$ cat src/hdl/assert_macros.svh
// ----------------------------------------------------------------------------
// Assertion macros
// Concurrent assertion wrappers that compile away when SYNTHESIS is defined.
// ----------------------------------------------------------------------------
`ifndef ASSERT_MACROS_SVH
`define ASSERT_MACROS_SVH

`ifndef SYNTHESIS

`define ASSERT_ALWAYS(lbl, clk, rst, expr, msg) \
   lbl: assert property (@(posedge clk) disable iff (rst) (expr)) else $error(msg);

`define ASSERT_IMPLIES(lbl, clk, rst, ante, cons, msg) \
   lbl: assert property (@(posedge clk) disable iff (rst) (ante) |-> (cons)) else $error(msg);

`else

`define ASSERT_ALWAYS(lbl, clk, rst, expr, msg)

`define ASSERT_IMPLIES(lbl, clk, rst, ante, cons, msg)

`endif

`endif

$ cat src/hdl/mprld_pkg.sv
// ----------------------------------------------------------------------------
// Mask payload run-length decoder package
// Beat, command and back-end state types, status codes and fixed constants.
// ----------------------------------------------------------------------------
`default_nettype none

package mprld_pkg;

   localparam int HEADER_BYTES   = 5;
   localparam int HDR_CNT_BITS   = 3;
   localparam int INT_WIDTH_BITS = 7;
   localparam int BODY_CNT_BITS  = 30;
   localparam int QUEUE_DEPTH    = 2;

   localparam logic [BODY_CNT_BITS-1:0] BODY_COUNT_MAX = '1;
   localparam logic [5:0]               WIDTH_FIELD_MASK = 6'h3F;

   typedef enum logic [1:0] {
      STATUS_OK            = 2'd0,
      STATUS_SHORT_HEADER  = 2'd1,
      STATUS_SIZE_MISMATCH = 2'd2,
      STATUS_TRUNCATED     = 2'd3
   } status_type;

   typedef enum logic [1:0] {
      CMD_HEADER = 2'd0,
      CMD_BODY   = 2'd1,
      CMD_SHORT  = 2'd2
   } cmd_kind_type;

   typedef enum logic [1:0] {
      BK_IDLE  = 2'd0,
      BK_SCAN  = 2'd1,
      BK_RUN   = 2'd2,
      BK_ERROR = 2'd3
   } back_state_type;

   typedef struct packed {
      logic [7:0] data_byte;
      logic       last_byte;
   } req_beat_type;

   typedef struct packed {
      logic        bit_value;
      logic [31:0] run_length;
      logic        last_run;
      status_type  status;
   } rsp_beat_type;

   typedef struct packed {
      cmd_kind_type              kind;
      logic [7:0]                data_byte;
      logic                      last_byte;
      logic                      is_bitmask;
      logic                      start_value;
      logic [INT_WIDTH_BITS-1:0] int_width;
      logic [31:0]               total_bits;
   } cmd_type;

endpackage

`default_nettype wire

$ cat src/hdl/mask_payload_run_length_decoder.sv
// A beat enters the command queue at its accepting edge; the back end fetches a body byte
// when idle and walks it bit by bit on the single-bit run engine, pausing while the output
// is stalled and registering each run as its integer closes. The final run-length byte is
// first scanned to check that it ends the mask, then restored and walked to emit its runs.
// Reset is synchronous and clears the control state; no memory needs a clearing pass.
// ----------------------------------------------------------------------------
// Mask payload run-length decoder
// Front end parses the header, a short queue decouples it from the run engine.
// ----------------------------------------------------------------------------
`default_nettype none

`include "assert_macros.svh"

module mask_payload_run_length_decoder #(
   parameter int MAX_INT_BITS = 64
) (
   input  wire                     clock,
   input  wire                     reset,
   input  wire                     req_valid,
   output logic                    req_stall,
   input  mprld_pkg::req_beat_type req_data,
   output logic                    rsp_valid,
   input  wire                     rsp_stall,
   output mprld_pkg::rsp_beat_type rsp_data
);

   logic               q_push;
   logic               q_full;
   logic               q_pop;
   logic               q_not_empty;
   mprld_pkg::cmd_type q_in_data;
   mprld_pkg::cmd_type q_out_data;

   mprld_front #(
      .MAX_INT_BITS (MAX_INT_BITS)
   ) u_front (
      .clock     (clock),
      .reset     (reset),
      .req_valid (req_valid),
      .req_stall (req_stall),
      .req_data  (req_data),
      .cmd_push  (q_push),
      .cmd_data  (q_in_data),
      .cmd_full  (q_full)
   );

   mprld_queue u_queue (
      .clock     (clock),
      .reset     (reset),
      .push      (q_push),
      .push_data (q_in_data),
      .full      (q_full),
      .pop       (q_pop),
      .pop_data  (q_out_data),
      .not_empty (q_not_empty)
   );

   mprld_back #(
      .MAX_INT_BITS (MAX_INT_BITS)
   ) u_back (
      .clock     (clock),
      .reset     (reset),
      .cmd_valid (q_not_empty),
      .cmd_data  (q_out_data),
      .cmd_pop   (q_pop),
      .rsp_valid (rsp_valid),
      .rsp_stall (rsp_stall),
      .rsp_data  (rsp_data)
   );

   // An error beat is always a closing beat with an empty run.
   `ASSERT_IMPLIES(a_err_beat_form, clock, reset, rsp_valid && (rsp_data.status != mprld_pkg::STATUS_OK), rsp_data.last_run && (rsp_data.run_length == 32'd0) && !rsp_data.bit_value, "error beat is malformed")
   `ASSERT_IMPLIES(a_ok_run_nonempty, clock, reset, rsp_valid && (rsp_data.status == mprld_pkg::STATUS_OK), rsp_data.run_length != 32'd0, "good run has zero length")
   `ASSERT_IMPLIES(a_no_beat_after_reset, clock, reset, $past(reset), !rsp_valid && !q_not_empty, "output or queue not empty after reset")

endmodule

`default_nettype wire

$ cat src/hdl/mprld_front.sv
// ----------------------------------------------------------------------------
// Front end
// Accepts payload beats, parses the header and queues commands for the back.
// ----------------------------------------------------------------------------
`default_nettype none

module mprld_front #(
   parameter int MAX_INT_BITS = 64
) (
   input  wire                     clock,
   input  wire                     reset,
   input  wire                     req_valid,
   output logic                    req_stall,
   input  mprld_pkg::req_beat_type req_data,
   output logic                    cmd_push,
   output mprld_pkg::cmd_type      cmd_data,
   input  wire                     cmd_full
);

   logic [mprld_pkg::HDR_CNT_BITS-1:0]   hdr_count_ff, hdr_count_in;
   logic                                 in_body_ff, in_body_in;
   logic                                 format_ff, format_in;
   logic                                 start_ff, start_in;
   logic [mprld_pkg::INT_WIDTH_BITS-1:0] width_ff, width_in;
   logic [31:0]                          total_ff, total_in;
   logic [mprld_pkg::INT_WIDTH_BITS-1:0] width_raw;
   logic                                 accept;

   assign req_stall = cmd_full;
   assign accept    = req_valid && !cmd_full;
   assign width_raw = {1'b0, req_data.data_byte[5:0] & mprld_pkg::WIDTH_FIELD_MASK} +
                      mprld_pkg::INT_WIDTH_BITS'(1);

   always_comb begin
      hdr_count_in        = hdr_count_ff;
      in_body_in          = in_body_ff;
      format_in           = format_ff;
      start_in            = start_ff;
      width_in            = width_ff;
      total_in            = total_ff;
      cmd_push            = 1'b0;
      cmd_data.kind       = mprld_pkg::CMD_BODY;
      cmd_data.data_byte  = req_data.data_byte;
      cmd_data.last_byte  = req_data.last_byte;
      if (accept) begin
         if (!in_body_ff) begin
            if (hdr_count_ff == '0) begin
               format_in = req_data.data_byte[7];
               if (req_data.data_byte[7]) begin
                  width_in = mprld_pkg::INT_WIDTH_BITS'(1);
                  start_in = 1'b0;
               end else begin
                  width_in = (width_raw > mprld_pkg::INT_WIDTH_BITS'(MAX_INT_BITS)) ?
                             mprld_pkg::INT_WIDTH_BITS'(MAX_INT_BITS) : width_raw;
                  start_in = req_data.data_byte[6];
               end
               total_in = '0;
            end else begin
               total_in = {total_ff[23:0], req_data.data_byte};
            end
            hdr_count_in = hdr_count_ff + mprld_pkg::HDR_CNT_BITS'(1);
            if (hdr_count_in == mprld_pkg::HDR_CNT_BITS'(mprld_pkg::HEADER_BYTES)) begin
               cmd_push      = 1'b1;
               cmd_data.kind = mprld_pkg::CMD_HEADER;
               in_body_in    = 1'b1;
            end else if (req_data.last_byte) begin
               cmd_push      = 1'b1;
               cmd_data.kind = mprld_pkg::CMD_SHORT;
            end
         end else begin
            cmd_push      = 1'b1;
            cmd_data.kind = mprld_pkg::CMD_BODY;
         end
         if (req_data.last_byte) begin
            hdr_count_in = '0;
            in_body_in   = 1'b0;
         end
      end
      cmd_data.is_bitmask  = format_in;
      cmd_data.start_value = start_in;
      cmd_data.int_width   = width_in;
      cmd_data.total_bits  = total_in;
   end

   always_ff @(posedge clock) begin
      if (reset) begin
         hdr_count_ff <= '0;
         in_body_ff   <= 1'b0;
      end else begin
         hdr_count_ff <= hdr_count_in;
         in_body_ff   <= in_body_in;
      end
   end

   always_ff @(posedge clock) begin
      format_ff <= format_in;
      start_ff  <= start_in;
      width_ff  <= width_in;
      total_ff  <= total_in;
   end

endmodule

`default_nettype wire

$ cat src/hdl/mprld_queue.sv
// ----------------------------------------------------------------------------
// Command queue
// Short first-in first-out buffer between the front end and the back end.
// ----------------------------------------------------------------------------
`default_nettype none

module mprld_queue (
   input  wire                clock,
   input  wire                reset,
   input  wire                push,
   input  mprld_pkg::cmd_type push_data,
   output logic               full,
   input  wire                pop,
   output mprld_pkg::cmd_type pop_data,
   output logic               not_empty
);

   localparam int PTR_BITS = (mprld_pkg::QUEUE_DEPTH > 1) ? $clog2(mprld_pkg::QUEUE_DEPTH) : 1;
   localparam int CNT_BITS = $clog2(mprld_pkg::QUEUE_DEPTH + 1);

   mprld_pkg::cmd_type  mem_ff [mprld_pkg::QUEUE_DEPTH];
   logic [PTR_BITS-1:0] wr_ptr_ff, wr_ptr_in;
   logic [PTR_BITS-1:0] rd_ptr_ff, rd_ptr_in;
   logic [CNT_BITS-1:0] count_ff, count_in;
   logic                do_push, do_pop;

   assign full      = (count_ff == CNT_BITS'(mprld_pkg::QUEUE_DEPTH));
   assign not_empty = (count_ff != '0);
   assign do_push   = push && !full;
   assign do_pop    = pop && not_empty;
   assign pop_data  = mem_ff[rd_ptr_ff];

   always_comb begin
      wr_ptr_in = wr_ptr_ff;
      rd_ptr_in = rd_ptr_ff;
      count_in  = count_ff;
      if (do_push) begin
         wr_ptr_in = (wr_ptr_ff == PTR_BITS'(mprld_pkg::QUEUE_DEPTH - 1)) ? '0 :
                     wr_ptr_ff + PTR_BITS'(1);
      end
      if (do_pop) begin
         rd_ptr_in = (rd_ptr_ff == PTR_BITS'(mprld_pkg::QUEUE_DEPTH - 1)) ? '0 :
                     rd_ptr_ff + PTR_BITS'(1);
      end
      if (do_push && !do_pop) begin
         count_in = count_ff + CNT_BITS'(1);
      end else if (do_pop && !do_push) begin
         count_in = count_ff - CNT_BITS'(1);
      end
   end

   always_ff @(posedge clock) begin
      if (reset) begin
         wr_ptr_ff <= '0;
         rd_ptr_ff <= '0;
         count_ff  <= '0;
      end else begin
         wr_ptr_ff <= wr_ptr_in;
         rd_ptr_ff <= rd_ptr_in;
         count_ff  <= count_in;
      end
   end

   always_ff @(posedge clock) begin
      if (do_push) begin
         mem_ff[wr_ptr_ff] <= push_data;
      end
   end

endmodule

`default_nettype wire

$ cat src/hdl/mprld_back.sv
// ----------------------------------------------------------------------------
// Back end
// Walks body bytes one bit per cycle unless stalled; forms runs, drives rsp.
// ----------------------------------------------------------------------------
`default_nettype none

module mprld_back #(
   parameter int MAX_INT_BITS = 64
) (
   input  wire                     clock,
   input  wire                     reset,
   input  wire                     cmd_valid,
   input  mprld_pkg::cmd_type      cmd_data,
   output logic                    cmd_pop,
   output logic                    rsp_valid,
   input  wire                     rsp_stall,
   output mprld_pkg::rsp_beat_type rsp_data
);

   localparam int AW = MAX_INT_BITS;
   localparam int CW = (MAX_INT_BITS > 32) ? MAX_INT_BITS : 33;
   localparam int WB = mprld_pkg::INT_WIDTH_BITS;
   localparam int BB = mprld_pkg::BODY_CNT_BITS;

   mprld_pkg::back_state_type state_ff, state_in;
   mprld_pkg::status_type     err_ff;
   mprld_pkg::rsp_beat_type   rsp_data_ff;
   logic                      rsp_valid_ff;

   logic [7:0]    byte_ff;
   logic [2:0]    bit_idx_ff;
   logic          is_bitmask_ff;
   logic [WB-1:0] width_ff;
   logic [31:0]   total_ff;
   logic [31:0]   remaining_ff, remaining_save_ff;
   logic [AW-1:0] acc_ff, acc_save_ff;
   logic [WB-1:0] acc_cnt_ff, acc_cnt_save_ff;
   logic          current_ff, current_save_ff;
   logic          done_ff;
   logic [BB-1:0] body_cnt_ff;

   logic          out_free;
   logic          bit_sel;
   logic [AW-1:0] acc_shift;
   logic [WB-1:0] cnt_inc;
   logic          fire;
   logic [CW-1:0] acc_ext;
   logic          covers;
   logic [31:0]   run_len;
   logic          run_done;
   logic          last_step;
   logic [BB-1:0] body_cnt_inc;
   logic [BB-1:0] expected;
   logic          bm_err;

   logic          step_en;
   logic          emit_run;
   logic          emit_err;
   logic          restore;

   assign out_free  = !rsp_valid_ff || !rsp_stall;
   assign rsp_valid = rsp_valid_ff;
   assign rsp_data  = rsp_data_ff;

   assign bit_sel   = is_bitmask_ff ? byte_ff[bit_idx_ff] : byte_ff[3'd7 - bit_idx_ff];
   assign acc_shift = {acc_ff[AW-2:0], bit_sel};
   assign cnt_inc   = acc_cnt_ff + WB'(1);
   assign fire      = is_bitmask_ff || (cnt_inc >= width_ff);
   assign acc_ext   = CW'(acc_shift);
   assign covers    = (acc_ext >= CW'(remaining_ff));
   assign run_len   = is_bitmask_ff ? 32'd1 :
                      (covers ? remaining_ff : acc_ext[31:0] + 32'd1);
   assign run_done  = is_bitmask_ff ? (remaining_ff == 32'd1) : (run_len == remaining_ff);
   assign last_step = (fire && run_done) || (bit_idx_ff == 3'd7);

   assign body_cnt_inc = (body_cnt_ff == mprld_pkg::BODY_COUNT_MAX) ? body_cnt_ff :
                         body_cnt_ff + BB'(1);
   assign expected     = {1'b0, total_ff[31:3]} + BB'(|total_ff[2:0]);
   assign bm_err       = cmd_data.last_byte && is_bitmask_ff && (body_cnt_inc != expected);

   always_comb begin
      state_in = state_ff;
      unique case (state_ff)
         mprld_pkg::BK_IDLE: begin
            if (cmd_valid) begin
               unique case (cmd_data.kind)
                  mprld_pkg::CMD_HEADER: begin
                     state_in = (cmd_data.last_byte && (cmd_data.total_bits != '0)) ?
                                mprld_pkg::BK_ERROR : mprld_pkg::BK_IDLE;
                  end
                  mprld_pkg::CMD_SHORT: begin
                     state_in = mprld_pkg::BK_ERROR;
                  end
                  mprld_pkg::CMD_BODY: begin
                     priority if (bm_err) begin
                        state_in = mprld_pkg::BK_ERROR;
                     end else if (done_ff) begin
                        state_in = mprld_pkg::BK_IDLE;
                     end else if (!is_bitmask_ff && cmd_data.last_byte) begin
                        state_in = mprld_pkg::BK_SCAN;
                     end else begin
                        state_in = mprld_pkg::BK_RUN;
                     end
                  end
                  default: begin
                     state_in = mprld_pkg::BK_IDLE;
                  end
               endcase
            end
         end
         mprld_pkg::BK_SCAN: begin
            if (last_step) begin
               state_in = (fire && run_done) ? mprld_pkg::BK_RUN : mprld_pkg::BK_ERROR;
            end
         end
         mprld_pkg::BK_RUN: begin
            if (out_free && last_step) begin
               state_in = mprld_pkg::BK_IDLE;
            end
         end
         mprld_pkg::BK_ERROR: begin
            if (out_free) begin
               state_in = mprld_pkg::BK_IDLE;
            end
         end
         default: begin
            state_in = mprld_pkg::BK_IDLE;
         end
      endcase
   end

   always_comb begin
      cmd_pop  = 1'b0;
      step_en  = 1'b0;
      emit_run = 1'b0;
      emit_err = 1'b0;
      restore  = 1'b0;
      unique case (state_ff)
         mprld_pkg::BK_IDLE: begin
            cmd_pop = cmd_valid;
         end
         mprld_pkg::BK_SCAN: begin
            step_en = 1'b1;
            restore = last_step && fire && run_done;
         end
         mprld_pkg::BK_RUN: begin
            step_en  = out_free;
            emit_run = out_free && fire;
         end
         mprld_pkg::BK_ERROR: begin
            emit_err = out_free;
         end
         default: begin
            cmd_pop = 1'b0;
         end
      endcase
   end

   always_ff @(posedge clock) begin
      if (reset) begin
         state_ff     <= mprld_pkg::BK_IDLE;
         rsp_valid_ff <= 1'b0;
      end else begin
         state_ff <= state_in;
         if (emit_run || emit_err) begin
            rsp_valid_ff <= 1'b1;
         end else if (!rsp_stall) begin
            rsp_valid_ff <= 1'b0;
         end
      end
   end

   always_ff @(posedge clock) begin
      if (emit_run) begin
         rsp_data_ff.bit_value  <= is_bitmask_ff ? bit_sel : current_ff;
         rsp_data_ff.run_length <= run_len;
         rsp_data_ff.last_run   <= run_done;
         rsp_data_ff.status     <= mprld_pkg::STATUS_OK;
      end else if (emit_err) begin
         rsp_data_ff.bit_value  <= 1'b0;
         rsp_data_ff.run_length <= '0;
         rsp_data_ff.last_run   <= 1'b1;
         rsp_data_ff.status     <= err_ff;
      end

      if (cmd_pop) begin
         byte_ff    <= cmd_data.data_byte;
         bit_idx_ff <= '0;
         unique case (cmd_data.kind)
            mprld_pkg::CMD_HEADER: begin
               is_bitmask_ff <= cmd_data.is_bitmask;
               width_ff      <= cmd_data.int_width;
               total_ff      <= cmd_data.total_bits;
               remaining_ff  <= cmd_data.total_bits;
               current_ff    <= cmd_data.start_value;
               acc_ff        <= '0;
               acc_cnt_ff    <= '0;
               body_cnt_ff   <= '0;
               done_ff       <= (cmd_data.total_bits == '0);
               err_ff        <= cmd_data.is_bitmask ? mprld_pkg::STATUS_SIZE_MISMATCH :
                                mprld_pkg::STATUS_TRUNCATED;
            end
            mprld_pkg::CMD_SHORT: begin
               err_ff <= mprld_pkg::STATUS_SHORT_HEADER;
            end
            mprld_pkg::CMD_BODY: begin
               if (is_bitmask_ff) begin
                  body_cnt_ff <= body_cnt_inc;
               end
               err_ff            <= mprld_pkg::STATUS_SIZE_MISMATCH;
               acc_save_ff       <= acc_ff;
               acc_cnt_save_ff   <= acc_cnt_ff;
               remaining_save_ff <= remaining_ff;
               current_save_ff   <= current_ff;
            end
            default: begin
               err_ff <= err_ff;
            end
         endcase
      end else if (restore) begin
         acc_ff       <= acc_save_ff;
         acc_cnt_ff   <= acc_cnt_save_ff;
         remaining_ff <= remaining_save_ff;
         current_ff   <= current_save_ff;
         done_ff      <= 1'b0;
         bit_idx_ff   <= '0;
      end else if (step_en) begin
         bit_idx_ff <= bit_idx_ff + 3'd1;
         if (fire) begin
            remaining_ff <= remaining_ff - run_len;
            done_ff      <= run_done;
            current_ff   <= ~current_ff;
            acc_ff       <= '0;
            acc_cnt_ff   <= '0;
         end else begin
            acc_ff     <= acc_shift;
            acc_cnt_ff <= cnt_inc;
         end
         if ((state_ff == mprld_pkg::BK_SCAN) && last_step && !(fire && run_done)) begin
            err_ff <= mprld_pkg::STATUS_TRUNCATED;
         end
      end
   end

endmodule

`default_nettype wire

$ cat config.mk
export PLATFORM = sky130hd
export DESIGN_NAME = mask_payload_run_length_decoder
export DESIGN_NICKNAME = d
export VERILOG_FILES = /design/src/hdl/mprld_pkg.sv /design/src/hdl/mask_payload_run_length_decoder.sv /design/src/hdl/mprld_front.sv /design/src/hdl/mprld_queue.sv /design/src/hdl/mprld_back.sv
export VERILOG_INCLUDE_DIRS = /design/src /design/src/hdl
export SDC_FILE = /design/constraint.sdc
export NUM_CORES = 1
export LEC_CHECK = 0
export ABC_AREA = 1
export BUFFER_PORTS_ARGS = -buffer_cell sky130_fd_sc_hd__buf_4
export CAP_MARGIN = 30
export CORE_MARGIN = 2
export CORE_UTILIZATION = 40
export CTS_BUF_LIST = sky130_fd_sc_hd__clkbuf_4 sky130_fd_sc_hd__clkbuf_8
export CTS_CLUSTER_SIZE = 24
export DETAILED_ROUTE_END_ITERATION = 8
export MAX_ROUTING_LAYER = met4
export PLACE_DENSITY_LB_ADDON = 0.2
export SLEW_MARGIN = 10
export SYNTH_ARGS = -nofsm -noshare
export SYNTH_HDL_FRONTEND = slang
export SYNTH_SLANG_ARGS = --single-unit
$ cat constraint.sdc
create_clock -name clock -period 9.5 [get_ports clock]
set_clock_uncertainty 0.1 [all_clocks]
set_input_delay 0.475 -clock clock [delete_from_list [all_inputs] [get_ports clock]]
set_output_delay 0.475 -clock clock [all_outputs]
set_load 0.01 [all_outputs]
==> Flow_metrics.wiki <==
{| class="wikitable"
! Metric !! Value
|-
| Run status || complete, no violations
|-
| First-pass GRT wire length || 105,000 um
|-
| Synth cell types || 47
|-
| Crit path time final || 7323 ps
|-
| Max H-tree Level || 3
|-
| Via count of the routed design || 18,650
|-
| Area inside the core boundary || 0.06171 mm2
|-
| Initial antenna violation count || 1
|-
| Sw Share || 40.78%
|-
| Leakage dissipation || 0.01137 uW
|-
| Wire length after detailed routing || 67,000 um
|-
| Post-Synthesis Net Count || 2,721
|-
| End of the worst register-to-register path || u_back.remaining_ff[25]
|-
| Maximum Capacitance Violations || 0
|-
| Cell area after placement || 0.02633 mm2
|-
| Die extent in x || 253.8 um
|-
| Required time of the critical path || 9720 ps
|-
| Detailed-placement wirelength estimate || 47,680 um
|-
| Net load switching power || 3768 uW
|-
| Skew-Pair Late Insertion Delay || 670 ps
|-
| Final instance area || 0.02822 mm2
|-
| Antenna-violating nets left || 0
|-
| Share of layout cells above drive strength 1 || 11.73%
|-
| CTS tree || yes
|-
| Remaining DRCs || 0
|-
| Gate Count Post-Synth || 2,615
|-
| Part of the power in combinational logic || 39.3%
|-
| Master of the slowest instance on the critical path || sky130_fd_sc_hd__nor3_2
|-
| Setup TNS after final layout || 0 ps
|-
| Netlist Area Pre-Place || 0.02496 mm2
|-
| Routed via count divided by cell count || 5.155
|-
| Worst path buffer plus inverter count || 7
|-
| Setup-violating endpoint count in the final report || 0
|-
| # rows || 91
|-
| Die ar. || 0.06441 mm2
|-
| RSZ-0062 raised after global routing || false
|-
| Boundary Pins || 51
|-
| Flip-flop and latch count after synthesis || 483
|-
| Critical Path Stages || 35
|-
| Sequential cell fraction of total power || 40.0%
|-
| Clk network pwr share || 20.8%
|-
| Tot GR Track Use || 21.72%
|-
| Hold path startpoint || rsp_stall
|-
| Worst hold path class || input port to flop
|-
| First element of the critical path || u_back.bit_idx_ff[0]
|-
| Clock slew seen by the registers of the worst setup and hold paths || 60 ps
|-
| Number of hold-slack violations in the final timing report || 0
|-
| Area Overhead vs Synth || 13.06%
|-
| Maximum ir drop on the vdd rail || 0.0001501 V
|-
| Worst Setup Path Type || flop to flop
|-
| Top fanout value on the critical path || 25
|-
| Crit path capture type || flop
|-
| Cell type with the highest aggregate area in the netlist || sky130_fd_sc_hd__edfxtp_1
|-
| Slack of the worst reg-to-reg path || 2180 ps
|-
| Gr ovfl total || 0
|-
| Final slew viol count || 0
|-
| Critical Path Sink || u_back.remaining_ff[25]
|-
| Internal power contribution || 5472 uW
|-
| Number of gates resized after CTS || 0
|-
| Via count of the first global-routing pass || 18,500
|-
| Crit share post-route || 77.09%
|-
| Floorplan die height || 253.8 um
|-
| Achievable Freq || 136.6 MHz
|-
| Pin count of the biggest net entering global routing || 72
|-
| Yosys warnings || 0
|-
| Number of cell instances on the worst register-to-register path || 35
|-
| Delay of the slowest cell on the worst path || 630 ps
|-
| Root buffer selected by CTS || sky130_fd_sc_hd__clkbuf_8
|-
| First-pass detailed-route iteration total || 5
|-
| IO Port Bufs || 50
|-
| Effective utilization at floorplan || 40.44%
|-
| Clock buffers created by TritonCTS || 84
|-
| Clk sink count || 483
|-
| Startpoint kind of the worst setup timing path || flop
|-
| Arrival time of data at the critical path endpoint || 7540 ps
|-
| Worst-Margin Slew || 940.0 ps
|-
| Syn_area_per_cell || 9.545 um2
|-
| Largest cells by area after synthesis || sky130_fd_sc_hd__edfxtp_1 51%, sky130_fd_sc_hd__nand2_1 9.6%, sky130_fd_sc_hd__inv_1 4.8%
|-
| Number of buffers inserted to repair setup after CTS || 0
|-
| Power density cells || 327.4 mW/mm2
|-
| Layout net count || 2,821
|-
| Sequential area share after synthesis || 55.79%
|-
| Average wire per cell in the routed design || 18.52 um
|-
| Max transition margin || 37.33%
|-
| Weighted congestion reported at the end of routability-driven placement || 0.9002
|-
| Post-CTS Hold Buffers || 10
|-
| Largest delay contributor family on the critical path || simple AND/OR/NAND/NOR gates
|-
| Worst-case clock buffer depth || 3
|-
| Post-synth top area share || 51.13%
|-
| First DRT Iteration DRCs || 1,451
|-
| RR Startpoint || u_back.bit_idx_ff[0]
|-
| Crit path top cell by count || sky130_fd_sc_hd__nand2_1
|}
-- cells in the final DEF, fill, tap and decap left out, types with 58 or more instances in the layout --
cell type / instances
sky130_fd_sc_hd__nand3_1: 161
sky130_fd_sc_hd__clkbuf_8: 90
sky130_fd_sc_hd__nor2_1: 233
sky130_fd_sc_hd__buf_4: 75
sky130_fd_sc_hd__a21oi_1: 113
sky130_fd_sc_hd__ha_1: 92
sky130_fd_sc_hd__inv_1: 322
sky130_fd_sc_hd__nand4_1: 86
sky130_fd_sc_hd__nand2_1: 636
sky130_fd_sc_hd__o21ai_0: 63
sky130_fd_sc_hd__edfxtp_1: 425
sky130_fd_sc_hd__xor2_1: 58
-- metal layers --
metal  wire length [um]  share of wire [%]  vias up  track usage [%]
met3               3227                4.8      110            3.134
met4               1595                2.4        0            6.958
li1                   -                  -     9162                -
met2              31460                 47      409            34.22
met1              30720                 46     8965            29.00
met5                  0                  0        -                -
-- cells in the mapped netlist, drive strengths merged --
cell and instances:
nand2 641, edfxtp 425, inv 324, nor2 242
nand3 164, a21oi 114, o21ai 105, ha 92
nand4 86, dfxtp 58, xor2 58, clkbuf 49
mux2 49, o22ai 30, buf 27, nor4 24
nor3 20, xnor2 18, o211ai 16, a31oi 12
o31ai 9, nand3b 8, o21bai 8, o21a 6
a21o 5, a211oi 4, a32o 4, a21boi 3
clkinv 3, or2 3, a2111oi 2, o221ai 2
a22o 1, fa 1, o221a 1, or3 1
-- logic make-up after synthesis --
group | after synthesis | synth area share [%]
DFF | 483 | 55.79
adders and majority gates | 93 | 4.692
AOI/OAI and AO/OA | 322 | 8.156
muxes | 49 | 2.211
xor gates and xnor gates | 76 | 2.667
and+or+nand+nor | 1189 | 20.22
buffers and inverters | 403 | 6.266
-- flip-flops by register name (all words and copies together) (netlist names), 30 cells and up, named ones only --
register,count
u_back.acc_save_ff,63
u_back.body_cnt_ff,30
u_back.remaining_ff,32
u_back.acc_ff,63
u_back.remaining_save_ff,32
u_queue.mem_ff,104
u_front.total_ff,32
u_back.total_ff,32
u_back.rsp_data,36
-- cell type report --
class	count	area (um2)
Fill cell	6047	33490
Tap cell	837	1047
Timing Repair Buffer	90	777.0
Clock inverter	33	239.0
Antenna cell	1	2.502
Clock buffer	117	1441
Sequential cell	483	13920
Inverter	327	1227
Multi-Input combinational cell	1729	9560
-- worst register-to-register path: cells and delay by family (launching register included) --
| family | cells | cell delay, ps |
|---|---|---|
| and+or+nand+nor | 24 | 4170 |
| xor gates and xnor gates | 1 | 170 |
| DFF | 1 | 570 |
| adders and majority gates | 2 | 620 |
| AOI/OAI and AO/OA | 1 | 140 |
| buffers and inverters | 7 | 1220 |
-- worst min-delay path by stage --
stage | depth (start not counted) | end | slack, ps
floorplan | 1 | flop | 330
global placement | 1 | flop | 330
CTS | 4 | u_back.rsp_data[1] | 70
finish | 4 | u_back.rsp_data[1] | 130
detailed placement | 0 | u_back.acc_save_ff[31] | 330
global route | 4 | u_back.rsp_data[1] | 130
-- per-stage QoR --
step	instances	setup WS, ps	power, uW	utilization (%)	hold slack [ps]
after detailed placement	3452	2250	7331	42.67	334.6
after global routing	3617	1451	9918	45.73	127.7
after floorplan	2615	1806	6100	-	325.6
final	3617	2177	9240	45.73	133.5
after CTS	3612	2175	9294	45.56	72.73
after global placement	3451	1914	7293	42.65	332.4
-- power groups by stage --
stage	Combinational (uW)	Sequential (uW)	Clock [uW]
final	3630	3690	1920
after global placement	3560	3730	0
after floorplan	2510	3590	0
after detailed placement	3590	3740	0
after global routing	4090	3760	2060
after CTS	3620	3710	1970
(Power assumes the default switching activity.)
